==> src/rtl/assert_macros.svh <==
// Assertion macros for the RTL of the PID step block.
// Expects a clock named i_clk and an active-low reset named i_rst_n in scope.
`ifndef ASSERT_MACROS_SVH
`define ASSERT_MACROS_SVH

// Check on every clock edge while out of reset.
`define PPS_ASSERT(label, prop, msg) \
    label: assert property (@(posedge i_clk) disable iff (!i_rst_n) prop) else $error(msg);

// Check on every clock edge, reset included.
`define PPS_ASSERT_ALWAYS(label, prop, msg) \
    label: assert property (@(posedge i_clk) prop) else $error(msg);

`endif

==> src/rtl/pps_pkg.sv <==
// Package of the positional PID step: widths, register map and gain type.
// No dependencies.
`default_nettype none

package pps_pkg;

    localparam int DEFAULT_SAMPLE_BITS = 12;
    localparam int GAIN_W   = 16;
    localparam int SUM_W    = 32;
    localparam int DRIVE_W  = 51;
    localparam int PDATA_W  = 32;
    localparam int PADDR_W  = 4;
    localparam int REG_IDX_W = 2;

    // Register indexes (byte address is 4 * index).
    localparam logic [REG_IDX_W-1:0] REG_PROP_GAIN  = 2'd0;
    localparam logic [REG_IDX_W-1:0] REG_INTEG_GAIN = 2'd1;
    localparam logic [REG_IDX_W-1:0] REG_DERIV_GAIN = 2'd2;

    // Reset gains, unsigned Q8.8: 150.0, 0.5 and 0.0.
    localparam logic [GAIN_W-1:0] PROP_GAIN_RST  = 16'd38400;
    localparam logic [GAIN_W-1:0] INTEG_GAIN_RST = 16'd128;
    localparam logic [GAIN_W-1:0] DERIV_GAIN_RST = 16'd0;

    typedef struct packed {
        logic [GAIN_W-1:0] prop;
        logic [GAIN_W-1:0] integ;
        logic [GAIN_W-1:0] deriv;
    } t_gains;

endpackage

`default_nettype wire

==> src/rtl/pps_if.sv <==
// Stream interfaces of the PID step: sample beats in, drive beats out.
// Depends on pps_pkg.
`default_nettype none

interface pps_sample_if #(
    parameter int SAMPLE_BITS = pps_pkg::DEFAULT_SAMPLE_BITS
);
    logic                   valid;
    logic                   ready;
    logic [SAMPLE_BITS-1:0] setpoint;
    logic [SAMPLE_BITS-1:0] measured;
    logic                   integral_enable;

    modport source (output valid, output setpoint, output measured,
                    output integral_enable, input ready);
    modport sink   (input valid, input setpoint, input measured,
                    input integral_enable, output ready);
endinterface

interface pps_drive_if;
    logic                                valid;
    logic                                ready;
    logic signed [pps_pkg::DRIVE_W-1:0]  drive;

    modport source (output valid, output drive, input ready);
    modport sink   (input valid, input drive, output ready);
endinterface

`default_nettype wire

==> src/rtl/pps_apb_regs.sv <==
// APB gain registers of the PID step: three unsigned Q8.8 gains.
// Depends on pps_pkg.
`default_nettype none

module pps_apb_regs (
    input  wire logic                           i_clk,
    input  wire logic                           i_rst_n,
    input  wire logic                           psel,
    input  wire logic                           penable,
    input  wire logic                           pwrite,
    input  wire logic [pps_pkg::PADDR_W-1:0]    paddr,
    input  wire logic [pps_pkg::PDATA_W-1:0]    pwdata,
    output logic      [pps_pkg::PDATA_W-1:0]    prdata,
    output logic                                pready,
    output pps_pkg::t_gains                     o_gains
);

    pps_pkg::t_gains                      r_gains;
    logic                                 w_wr;
    logic [pps_pkg::REG_IDX_W-1:0]        w_idx;

    assign pready = 1'b1;
    assign w_wr   = psel && penable && pwrite;
    assign w_idx  = paddr[pps_pkg::REG_IDX_W+1:2];

    always_ff @(posedge i_clk) begin
        if (!i_rst_n) begin
            r_gains.prop  <= pps_pkg::PROP_GAIN_RST;
            r_gains.integ <= pps_pkg::INTEG_GAIN_RST;
            r_gains.deriv <= pps_pkg::DERIV_GAIN_RST;
        end else if (w_wr) begin
            unique case (w_idx)
                pps_pkg::REG_PROP_GAIN:  r_gains.prop  <= pwdata[pps_pkg::GAIN_W-1:0];
                pps_pkg::REG_INTEG_GAIN: r_gains.integ <= pwdata[pps_pkg::GAIN_W-1:0];
                pps_pkg::REG_DERIV_GAIN: r_gains.deriv <= pwdata[pps_pkg::GAIN_W-1:0];
                default: ; // unmapped: drop the write
            endcase
        end
    end

    always_comb begin
        unique case (w_idx)
            pps_pkg::REG_PROP_GAIN:  prdata = pps_pkg::PDATA_W'(r_gains.prop);
            pps_pkg::REG_INTEG_GAIN: prdata = pps_pkg::PDATA_W'(r_gains.integ);
            pps_pkg::REG_DERIV_GAIN: prdata = pps_pkg::PDATA_W'(r_gains.deriv);
            default:                 prdata = '0;
        endcase
    end

    assign o_gains = r_gains;

endmodule

`default_nettype wire

==> src/rtl/positional_pid_step.sv <==
// Top level of the positional PID step: four-stage pipeline plus APB gains.
// Depends on pps_pkg, pps_if, pps_apb_regs and assert_macros.svh.
`default_nettype none

// Channel   | dir | beat carries                                  | handshake
// ----------+-----+-----------------------------------------------+-------------------
// i_sample  | in  | setpoint, measured, integral_enable           | valid / ready
// o_drive   | out | drive (signed, 8 fractional bits, saturated)  | valid / ready
// APB       | in  | prop_gain @0x0, integ_gain @0x4, deriv_gain @0x8 | psel/penable, pready=1
//
// One sample beat per cycle sustained while o_drive.ready holds; each beat passes the input,
// error, product and drive registers in turn before it is shown on o_drive.
// Synchronous active-low reset clears all stage valids, the integral and the last error,
// and loads the default gains.
// Stages advance independently: a stalled drive beat holds only the stages behind it
// that are full, so i_sample.ready falls only once all four registers hold beats.

module positional_pid_step #(
    parameter int SAMPLE_BITS = pps_pkg::DEFAULT_SAMPLE_BITS
) (
    input  wire logic                         i_clk,
    input  wire logic                         i_rst_n,
    pps_sample_if.sink                        i_sample,
    pps_drive_if.source                       o_drive,
    input  wire logic                         psel,
    input  wire logic                         penable,
    input  wire logic                         pwrite,
    input  wire logic [pps_pkg::PADDR_W-1:0]  paddr,
    input  wire logic [pps_pkg::PDATA_W-1:0]  pwdata,
    output logic      [pps_pkg::PDATA_W-1:0]  prdata,
    output logic                              pready
);

    `include "assert_macros.svh"

    localparam int ERR_W  = SAMPLE_BITS + 1;            // setpoint - measured
    localparam int DIFF_W = SAMPLE_BITS + 2;            // error - last error
    localparam int GS_W   = pps_pkg::GAIN_W + 1;        // gain with a zero sign bit
    localparam int PP_W   = GS_W + ERR_W;
    localparam int PI_W   = GS_W + pps_pkg::SUM_W;
    localparam int PD_W   = GS_W + DIFF_W;
    localparam int ACC_W  = pps_pkg::DRIVE_W + 1;       // one guard bit for the clamp

    pps_pkg::t_gains w_gains;

    // Stage handshake
    logic w_take_a, w_take_b, w_take_c, w_take_d;
    logic w_adv_a;

    // Stage A: input register
    logic                   r_vld_a;
    logic [SAMPLE_BITS-1:0] r_sp_a, r_mv_a;
    logic                   r_en_a;

    // Controller state
    logic signed [pps_pkg::SUM_W-1:0] r_error_sum;
    logic signed [ERR_W-1:0]          r_prev_err;

    // Stage B: error, integral and difference
    logic                             r_vld_b;
    logic signed [ERR_W-1:0]          r_err_b;
    logic signed [pps_pkg::SUM_W-1:0] r_sum_b;
    logic signed [DIFF_W-1:0]         r_diff_b;
    logic                             r_en_b;

    // Stage C: gain products
    logic                    r_vld_c;
    logic signed [PP_W-1:0]  r_prod_p;
    logic signed [PI_W-1:0]  r_prod_i;
    logic signed [PD_W-1:0]  r_prod_d;

    // Stage D: output register
    logic                                r_vld_d;
    logic signed [pps_pkg::DRIVE_W-1:0]  r_drive;

    logic signed [ERR_W-1:0]            w_err;
    logic signed [pps_pkg::SUM_W:0]     w_sum_wide;
    logic signed [pps_pkg::SUM_W-1:0]   w_sum;
    logic signed [DIFF_W-1:0]           w_diff;
    logic signed [PP_W-1:0]             w_prod_p;
    logic signed [PI_W-1:0]             w_prod_i;
    logic signed [PD_W-1:0]             w_prod_d;
    logic signed [ACC_W-1:0]            w_acc;
    logic signed [pps_pkg::DRIVE_W-1:0] w_drive;

    logic                               w_any_vld;
    logic                               w_all_vld;
    logic [pps_pkg::SUM_W+ERR_W-1:0]    w_state;

    pps_apb_regs u_regs (
        .i_clk   (i_clk),
        .i_rst_n (i_rst_n),
        .psel    (psel),
        .penable (penable),
        .pwrite  (pwrite),
        .paddr   (paddr),
        .pwdata  (pwdata),
        .prdata  (prdata),
        .pready  (pready),
        .o_gains (w_gains)
    );

    // A stage takes a beat when empty or when the stage ahead takes its own.
    assign w_take_d = !r_vld_d || o_drive.ready;
    assign w_take_c = !r_vld_c || w_take_d;
    assign w_take_b = !r_vld_b || w_take_c;
    assign w_take_a = !r_vld_a || w_take_b;
    assign w_adv_a  = r_vld_a && w_take_b;
    assign i_sample.ready = w_take_a;

    // Error, saturating integral and difference against the last error.
    assign w_err = $signed({1'b0, r_sp_a}) - $signed({1'b0, r_mv_a});
    assign w_sum_wide = (pps_pkg::SUM_W + 1)'(r_error_sum) + (pps_pkg::SUM_W + 1)'(w_err);
    always_comb begin
        if (w_sum_wide[pps_pkg::SUM_W] != w_sum_wide[pps_pkg::SUM_W-1]) begin
            // overflow: pin to the extreme on the side of the true sign
            w_sum = {w_sum_wide[pps_pkg::SUM_W], {(pps_pkg::SUM_W-1){~w_sum_wide[pps_pkg::SUM_W]}}};
        end else begin
            w_sum = w_sum_wide[pps_pkg::SUM_W-1:0];
        end
    end
    assign w_diff = DIFF_W'(w_err) - DIFF_W'(r_prev_err);

    // Gains are unsigned; a zero sign bit makes the products signed.
    assign w_prod_p = $signed({1'b0, w_gains.prop})  * r_err_b;
    assign w_prod_i = $signed({1'b0, w_gains.integ}) * r_sum_b;
    assign w_prod_d = $signed({1'b0, w_gains.deriv}) * r_diff_b;

    // Sum the terms and clamp to the drive range.
    assign w_acc = ACC_W'(r_prod_p) + ACC_W'(r_prod_i) + ACC_W'(r_prod_d);
    always_comb begin
        if (w_acc[ACC_W-1] != w_acc[ACC_W-2]) begin
            w_drive = {w_acc[ACC_W-1], {(pps_pkg::DRIVE_W-1){~w_acc[ACC_W-1]}}};
        end else begin
            w_drive = w_acc[pps_pkg::DRIVE_W-1:0];
        end
    end

    // Valids and controller state
    always_ff @(posedge i_clk) begin
        if (!i_rst_n) begin
            r_vld_a     <= 1'b0;
            r_vld_b     <= 1'b0;
            r_vld_c     <= 1'b0;
            r_vld_d     <= 1'b0;
            r_error_sum <= '0;
            r_prev_err  <= '0;
        end else begin
            if (w_take_a) begin
                r_vld_a <= i_sample.valid;
            end
            if (w_take_b) begin
                r_vld_b <= r_vld_a;
            end
            if (w_take_c) begin
                r_vld_c <= r_vld_b;
            end
            if (w_take_d) begin
                r_vld_d <= r_vld_c;
            end
            // Commit the state as the beat leaves stage A, so the next beat sees it.
            if (w_adv_a) begin
                r_error_sum <= w_sum;
                r_prev_err  <= w_err;
            end
        end
    end

    // Payload registers: load only when a beat moves in.
    always_ff @(posedge i_clk) begin
        if (w_take_a && i_sample.valid) begin
            r_sp_a <= i_sample.setpoint;
            r_mv_a <= i_sample.measured;
            r_en_a <= i_sample.integral_enable;
        end
        if (w_adv_a) begin
            r_err_b  <= w_err;
            r_sum_b  <= w_sum;
            r_diff_b <= w_diff;
            r_en_b   <= r_en_a;
        end
        if (w_take_c && r_vld_b) begin
            r_prod_p <= w_prod_p;
            // gate the integral term but keep integrating
            r_prod_i <= r_en_b ? w_prod_i : '0;
            r_prod_d <= w_prod_d;
        end
        if (w_take_d && r_vld_c) begin
            r_drive <= w_drive;
        end
    end

    assign o_drive.valid = r_vld_d;
    assign o_drive.drive = r_drive;

    assign w_any_vld = r_vld_a || r_vld_b || r_vld_c || r_vld_d;
    assign w_all_vld = r_vld_a && r_vld_b && r_vld_c && r_vld_d;
    assign w_state   = {r_error_sum, r_prev_err};

    // Reset empties the pipeline by the next edge.
    `PPS_ASSERT_ALWAYS(a_rst_empty, !i_rst_n |=> !w_any_vld, "pipeline not empty after reset")
    // Integral and last error move only with a beat leaving stage A.
    `PPS_ASSERT_ALWAYS(a_state_hold, i_rst_n && !w_adv_a |=> $stable(w_state), "stray state update")
    // A beat in stage C that may move lands in the output register.
    `PPS_ASSERT(a_c_to_d, r_vld_c && w_take_d |=> r_vld_d, "beat lost before the drive stage")
    // Input is refused only when every stage holds a beat.
    `PPS_ASSERT(a_ready_full, !i_sample.ready |-> w_all_vld, "input refused with a free stage")

endmodule

`default_nettype wire
==> src/flat_wrapper.sv <==
// flat-port wrapper written by rule: the top's interface ports become plain ports
module positional_pid_step_flat 
#(
    parameter int SAMPLE_BITS = pps_pkg::DEFAULT_SAMPLE_BITS
)
  (i_clk, i_rst_n, psel, penable, pwrite, paddr, pwdata, prdata, pready, i_sample_valid, i_sample_setpoint, i_sample_measured, i_sample_integral_enable, i_sample_ready, o_drive_valid, o_drive_drive, o_drive_ready);
  pps_sample_if #(.SAMPLE_BITS(SAMPLE_BITS)) i_sample_i ();
  pps_drive_if o_drive_i ();
  input  wire logic i_clk;
  input  wire logic i_rst_n;
  input  wire logic psel;
  input  wire logic penable;
  input  wire logic pwrite;
  input  wire logic [pps_pkg::PADDR_W-1:0] paddr;
  input  wire logic [pps_pkg::PDATA_W-1:0] pwdata;
  output logic      [pps_pkg::PDATA_W-1:0] prdata;
  output logic pready;
  input wire logic [$bits(i_sample_i.valid)-1:0] i_sample_valid;
  input wire logic [$bits(i_sample_i.setpoint)-1:0] i_sample_setpoint;
  input wire logic [$bits(i_sample_i.measured)-1:0] i_sample_measured;
  input wire logic [$bits(i_sample_i.integral_enable)-1:0] i_sample_integral_enable;
  output wire logic [$bits(i_sample_i.ready)-1:0] i_sample_ready;
  output wire logic [$bits(o_drive_i.valid)-1:0] o_drive_valid;
  output wire logic [$bits(o_drive_i.drive)-1:0] o_drive_drive;
  input wire logic [$bits(o_drive_i.ready)-1:0] o_drive_ready;
  assign i_sample_i.valid = i_sample_valid;
  assign i_sample_i.setpoint = i_sample_setpoint;
  assign i_sample_i.measured = i_sample_measured;
  assign i_sample_i.integral_enable = i_sample_integral_enable;
  assign i_sample_ready = i_sample_i.ready;
  assign o_drive_valid = o_drive_i.valid;
  assign o_drive_drive = o_drive_i.drive;
  assign o_drive_i.ready = o_drive_ready;
  positional_pid_step #(.SAMPLE_BITS(SAMPLE_BITS)) u_core (.i_clk(i_clk), .i_rst_n(i_rst_n), .i_sample(i_sample_i), .o_drive(o_drive_i), .psel(psel), .penable(penable), .pwrite(pwrite), .paddr(paddr), .pwdata(pwdata), .prdata(prdata), .pready(pready));
endmodule
==> config.mk <==
export PLATFORM = sky130hd
export DESIGN_NAME = positional_pid_step_flat
export DESIGN_NICKNAME = d
export VERILOG_FILES = /design/src/rtl/pps_pkg.sv /design/src/rtl/pps_if.sv /design/src/rtl/pps_apb_regs.sv /design/src/rtl/positional_pid_step.sv /design/src/flat_wrapper.sv
export VERILOG_INCLUDE_DIRS = /design/src /design/src/rtl
export SDC_FILE = /design/constraint.sdc
export NUM_CORES = 2
export LEC_CHECK = 0
export ABC_AREA = 1
export BUFFER_PORTS_ARGS = -buffer_cell sky130_fd_sc_hd__buf_2
export CAP_MARGIN = 20
export CORE_MARGIN = 2
export CORE_UTILIZATION = 50
export CTS_CLUSTER_SIZE = 20
export DETAILED_ROUTE_END_ITERATION = 10
export MAX_ROUTING_LAYER = met4
export PLACE_DENSITY = 0.68
export SYNTH_ARGS = -nofsm -noshare
export SYNTH_HDL_FRONTEND = slang
export SYNTH_SLANG_ARGS = --single-unit
==> constraint.sdc <==
create_clock -name i_clk -period 6.8 [get_ports i_clk]
set_input_delay 0.68 -clock i_clk [delete_from_list [all_inputs] [get_ports i_clk]]
set_output_delay 0.68 -clock i_clk [all_outputs]
set_load 0.05 [all_outputs]
; Word-level counts from Yosys, hierarchy flattened
; Cells that the tools add are included.
[word_totals]
register_bits = 343
inputBits = 68
output_inout_bits = 86
wordCells = 55
[classes]
addsub = 5
mul = 3
eq_ne = 4
mux = 3
bitwise = 2
n_reduce_logical = 18
[op_table]
columns = operator, n
row1 = adder 50 x 31 -> 51 bit, 1
row2 = two-way mux 51 bit, 1
row3 = adder 30 x 49 -> 50 bit, 1
row4 = multiplier 17 x 32 -> 49 bit, 1
row5 = one-hot mux 16 bit (3 select lines), 1
row6 = adder 32 x 13 -> 33 bit, 1
row7 = two-way mux 32 bit, 1
row8 = multiplier 17 x 14 -> 31 bit, 1
row9 = multiplier 17 x 13 -> 30 bit, 1
row10 = subtractor 13 x 13 -> 14 bit, 1
row11 = subtractor 12 x 12 -> 13 bit, 1
row12 = logical AND 1 bit, 6
row13 = AND reduction 2 bit, 3
row14 = zero test 1 bit, 4
row15 = logical OR 1 bit, 4
row16 = "equality test 2 x 1 -> 1 bit, second input constant", 1
row17 = "equality test 2 bit, second input constant", 1
row18 = zero test 2 bit, 1
row19 = inequality test 1 bit, 2
row20 = NOT 1 bit, 2

; Depth between registers and ports, before layout
[depth]
ltp_word = 6
mapped_depth = 30
ltp_nobuf = 29

; By module
; A second synthesis with hierarchy kept.
[unflattened]
hier_cells = 6918
area_unflattened_um2 = 54489.8
[modules_own_cells]
columns = mod, instances, cells_per_inst, area_per_inst_um2, seq_area_each_um2
row1 = positional_pid_step, 1, 6547, 52052.4, 8368.0
row2 = pps_apb_regs, 1, 371, 2437.3, 960.9

; Worst setup path before layout
; OpenSTA, ideal clock, no wires.
[synth_path]
path_type = register -> register
startpoint = reg u_core.r_sum_b[31] (netlist bit)
endpoint = reg u_core.r_prod_i[43] (data pin)
setup_ps = 253
arrival_ps = 5637
required_ps = 6547
slack_ps = 910
path_stages_with_launch = 24
path_buffers = 2
synth_period_minus_slack_ps = 5890
cell_sequence = edfxtp_1 clkbuf_1 clkbuf_1 nand2_1 fa_1 fa_1 inv_1 fa_1 fa_1 fa_1 inv_1 fa_1 inv_1 ha_1 nand2_1 nor2_1 inv_1 nor2_1 nand2_1 or3_1 nand3_1 nand2_1 nand2_1 nor2_1
[synth_via]
elab_chain_cells = 1
[synth_rtl]
columns = item, line
row1 = "start, declared", positional_pid_step.sv:62  ; logic signed [pps_pkg::SUM_W-1:0] r_sum_b;
row2 = "start signal, assigned", positional_pid_step.sv:178  ; r_sum_b <= w_sum;
row3 = multiplier 17 x 32 -> 49 bit, positional_pid_step.sv:126  ; assign w_prod_i = $signed({1'b0, w_gains.integ}) * r_sum_b;
row4 = "end signal, assigned", positional_pid_step.sv:185  ; r_prod_i <= r_en_b ? w_prod_i : '0;
row5 = "end, declared", positional_pid_step.sv:69  ; logic signed [PI_W-1:0] r_prod_i;
; No other way between the ends.
; A chain may end at the register's enable or synchronous reset.

; Final worst setup path
[layout_path]
startpoint = reg u_core.u_regs.r_gains, in the netlist u_core.u_regs.o_gains[18]
endpoint = reg u_core.r_prod_i[44] (data pin)
[layout_via]
elab_chain_cells = 1
[layout_rtl]
columns = item, line
row1 = "start, declared", pps_apb_regs.sv:18  ; pps_pkg::t_gains r_gains;
row2 = multiplier 17 x 32 -> 49 bit, positional_pid_step.sv:126
; No other way between the ends.

==> impl_metrics.sql <==
INSERT INTO impl_metrics (metric_group, metric, value, unit) VALUES
('clock_network', 'cts-resized-gates', '0', ''),
('synthesis', 'mapped_avg_cell_area', '7.91', 'um^2'),
('synthesis', 'synthesis.instances', '6862', ''),
('sta', 'hold_ws', '0.251', 'ns'),
('die', 'floorplan.die.width', '334', 'um'),
('synthesis', 'syn-cell-area', '54300', 'um^2'),
('clock_network', 'tritoncts', 'done', ''),
('clock_network', 'cts_sinks', '343', ''),
('synthesis', 'synth_top_area_share', '31.8', '%'),
('synthesis', 'synth.top_cells.by_area', 'sky130_fd_sc_hd__fa_1 32%, sky130_fd_sc_hd__edfxtp_1 14%, sky130_fd_sc_hd__inv_1 12%, sky130_fd_sc_hd__nand2_1 11%, sky130_fd_sc_hd__ha_1 10%', ''),
('detailed_routing', 'detail_route.first_pass.iterations', '6', ''),
('power', 'p_leak', '32.0', 'nW'),
('finish', 'design.final.nets', '8210', ''),
('clock_network', 'number_of_buffers_created_by_cts', '38', ''),
('die', 'core_area', '107000', 'um^2'),
('sta', 'maxSlewHeadroom', '28.5', '%'),
('power', 'fin_total_pwr', '13.4', 'mW'),
('place', 'gp_congestion', '0.986', ''),
('detailed_routing', 'drt.antenna.violating_nets', '0', ''),
('critical_path', 'critPathCaptureType', 'flip-flop', ''),
('power', 'power.density_cell_area', '232', 'nW/um^2'),
('die', 'die_y', '334', 'um'),
('min_path', 'min-delay-path-class', 'in2reg', ''),
('clock_network', 'clock_tree.root_cell', 'sky130_fd_sc_hd__clkbuf_16', ''),
('sta', 'finalSetupTns', '0', 'ns'),
('die', 'io_pins', '154', ''),
('detailed_routing', 'routed-wl-met3', '9550', 'um'),
('sta', 'maxClockFrequency', '156', 'MHz'),
('synthesis', 'post-synth-top-area-cell', 'sky130_fd_sc_hd__fa_1', ''),
('sta', 'min_period', '6.41', 'ns'),
('detailed_routing', 'routed_length_per_placed_instance', '17.3', 'um'),
('sta', 'worst_clock_skew', '0.0481', 'ns'),
('synthesis', 'yosys_register_bits', '343', ''),
('synthesis', 'yosysSeqAreaShare', '17.2', '%'),
('finish', 'insertedDiodeCount', '0', ''),
('grt', 'via_count_of_the_first_global_routing_pass', '44100', ''),
('grt', 'antenna_violations_before_repair', '1', ''),
('detailed_routing', 'dr.max_layer_used', 'met4', ''),
('critical_path', 'crit_type', 'reg2reg', ''),
('detailed_routing', 'vias', '42600', ''),
('sta', 'rsz0062_at_grt', 'false', ''),
('sta', 'worst_slew_pin_tran', '1.07', 'ns'),
('detailed_routing', 'wl_met2', '65900', 'um'),
('detailed_routing', 'detail_route.wirelength', '143000', 'um'),
('die', 'starting_density', '50.6', '%'),
('clock_network', 'cts.reportedPaths.clkPinSlew', '0.07', 'ns'),
('die', 'fp.dieArea', '111000', 'um^2'),
('detailed_routing', 'drt-vias-per-instance', '5.14', ''),
('synthesis', 'synthArstFlopShare', '0', '%'),
('finish', 'layout_stage_area_growth_over_the_synthesis_result', '6.17', '%'),
('clock_network', 'hold_fix_buffers_cts', '0', ''),
('finish', 'final_layout_size_suffix_gt1_share', '5.30', '%'),
('die', 'core.rowCount', '120', ''),
('place', 'pre_cts_ws', '0.465', 'ns'),
('clock_network', 'htree_num_levels', '2', ''),
('synthesis', 'count_of_flip_flops_with_a_built_in_enable_after_synthesis', '246', ''),
('clock_network', 'insertion_delay', '0.60', 'ns'),
('detailed_routing', 'drt-met1-wl', '63300', 'um'),
('synthesis', 'ys_types', '51', ''),
('power', 'vdd_ir_drop_max', '308', 'uV'),
('sta', 'timing.final.setup_violations', '0', ''),
('synthesis', 'synth_warnings', '0', ''),
('grt', 'wire_length_of_the_first_global_routing_pass', '233000', 'um'),
('critical_path', 'crit_required', '7.15', 'ns'),
('finish', 'finish.utilization', '53.7', '%'),
('critical_path', 'cp_max_fanout', '33', ''),
('status', 'outcome', 'finished, final reports clean', ''),
('sta', 'finalHoldViolations', '0', ''),
('clock_network', 'max-clock-path-buffers', '3', ''),
('sta', 'min_period_over_period', '94.3', '%'),
('synthesis', 'synth_top_flop_cell', 'sky130_fd_sc_hd__edfxtp_1', ''),
('place', 'portBuffers', '118', ''),
('grt', 'grt_max_degree', '86', ''),
('clock_network', 'cts.repair_timing.setup_buffer_count', '0', ''),
('job', 'maxCapViolations', '0', ''),
('critical_path', 'critPathLaunchType', 'flip-flop', ''),
('critical_path', 'worst_ep_arrival_time', '6.76', 'ns'),
('place', 'hpwl', '118000', 'um'),
('grt', 'global_route.overflow_total', '0', ''),
('sta', 'final.setup.worst_slack', '0.387', 'ns'),
('grt', 'track_usage', '27.2', '%'),
('detailed_routing', 'dr.first_iter.drc_count', '3037', ''),
('sta', 'report.final.slew_viol_count', '0', ''),
('detailed_routing', 'drc_errors', '0', '');
==> final cells by class <==
| cell class | count | area, um^2 |
|---|---|---|
| fill | 10100 | 49700 |
| multi-input combinational | 4488 | 37200 |
| sequential | 343 | 9330 |
| inverter | 1775 | 6670 |
| tap | 1403 | 1760 |
| timing repair buffer | 196 | 1330 |
| clock buffer | 46 | 1010 |
| clock inverter | 23 | 315 |
==> Yosys cell counts, types with 45 or more instances <==
master and count:
sky130_fd_sc_hd__o21ai_0 189, sky130_fd_sc_hd__xor2_1 103, sky130_fd_sc_hd__o21bai_1 45, sky130_fd_sc_hd__nand2_1 1650
sky130_fd_sc_hd__fa_1 862, sky130_fd_sc_hd__clkbuf_1 238, sky130_fd_sc_hd__a21oi_1 272, sky130_fd_sc_hd__dfxtp_1 97
sky130_fd_sc_hd__nor2_1 453, sky130_fd_sc_hd__inv_1 1769, sky130_fd_sc_hd__edfxtp_1 246, sky130_fd_sc_hd__nand3_1 145
sky130_fd_sc_hd__ha_1 438
==> cell usage in the layout (no fill, tap or decap), types with 103 or more instances in the layout <==
cell type and count:
sky130_fd_sc_hd__inv_1 1768, sky130_fd_sc_hd__o21ai_0 189, sky130_fd_sc_hd__ha_1 438, sky130_fd_sc_hd__edfxtp_1 246
sky130_fd_sc_hd__nand2_1 1650, sky130_fd_sc_hd__a21oi_1 272, sky130_fd_sc_hd__xor2_1 103, sky130_fd_sc_hd__buf_2 118
sky130_fd_sc_hd__nor2_1 451, sky130_fd_sc_hd__fa_1 862, sky130_fd_sc_hd__nand3_1 145
==> through the flow <==
stage | instances | area (um^2)
floorplan | 6877 | 54400
global placement | 8204 | 56300
detailed placement | 8205 | 56300
CTS | 8274 | 57700
global route | 8274 | 57700
finish | 8274 | 57700
==> routing by layer <==
layer / vias up / global-route usage (%)
met5: - / -
met4: 0 / 7.04
met3: 227 / 3.51
met2: 1373 / 43.9
met1: 20700 / 36.4
li1: 20300 / -
==> where the power goes <==
group	internal (mW)	switching (mW)	total [mW]	leakage (nW)
Sequential	2.74	0.399	3.14	3.09
Clock	1.27	0.909	2.18	0.646
Combinational	2.67	5.40	8.07	28.2
Total	6.69	6.71	13.4	32.0
==> kinds of logic (layout without fill, tap and decap cells) <==
group	after synthesis	in the layout	synth area share [%]
simple gates	2435	2435	18.2
buf+inv	2046	2040	14.4
fa+ha+maj	1300	1300	41.9
compound gates	593	593	6.02
flops	343	343	17.2
xor+xnor	143	143	2.31
other cells	2	17	0.0138
==> state kept, by name, summed over array words and instances (netlist names) <==
name	count
u_core.r_vld_b	1
u_core.r_sum_b	32
u_core.r_vld_a	1
u_core.r_sp_a	12
u_core.r_diff_b	14
u_core.r_en_a	1
u_core.r_prod_p	30
u_core.r_prev_err	13
u_core.r_err_b	13
u_core.u_regs.o_gains	48
u_core.r_en_b	1
u_core.o_drive.valid	1
u_core.r_prod_d	31
u_core.r_prod_i	49
u_core.r_vld_c	1
u_core.r_mv_a	12
u_core.r_error_sum	32
u_core.o_drive.drive	51
==> final timing paths <==
| check | start | endpoint | slack [ns] | cells after the start |
|---|---|---|---|---|
| setup / recovery | u_core.u_regs.o_gains[18]$_SDFFE_PN0P_ | u_core.r_prod_i[44]$_SDFFCE_PN0P_ | 0.39 | 21 |
| hold / removal | i_sample_measured[10] | u_core.r_mv_a[10]$_DFFE_PP_ | 0.25 | 1 |
| setup reg to reg | u_core.u_regs.o_gains[18]$_SDFFE_PN0P_ | u_core.r_prod_i[44]$_SDFFCE_PN0P_ | 0.39 | 21 |
| hold reg to reg | u_core.r_en_a$_DFFE_PP_ | u_core.r_en_b$_DFFE_PP_ | 0.44 | 0 |
==> critical path, cell delays in order (launching register included) <==
cell and delay (ns):
sky130_fd_sc_hd__dfxtp_1 0.38, sky130_fd_sc_hd__buf_12 0.26, sky130_fd_sc_hd__nand2_1 0.18, sky130_fd_sc_hd__fa_1 0.77
sky130_fd_sc_hd__fa_1 0.45, sky130_fd_sc_hd__inv_1 0.32, sky130_fd_sc_hd__fa_1 0.51, sky130_fd_sc_hd__fa_1 0.50
sky130_fd_sc_hd__fa_1 0.49, sky130_fd_sc_hd__inv_1 0.05, sky130_fd_sc_hd__fa_1 0.47, sky130_fd_sc_hd__inv_1 0.04
sky130_fd_sc_hd__ha_1 0.38, sky130_fd_sc_hd__nand2_1 0.12, sky130_fd_sc_hd__nor2_1 0.11, sky130_fd_sc_hd__inv_1 0.08
sky130_fd_sc_hd__nor4_1 0.44, sky130_fd_sc_hd__nand3_1 0.20, sky130_fd_sc_hd__nand3_1 0.17, sky130_fd_sc_hd__nand2_1 0.06
sky130_fd_sc_hd__nand2_1 0.05, sky130_fd_sc_hd__nor2_1 0.07
(Power assumes the default switching activity.)
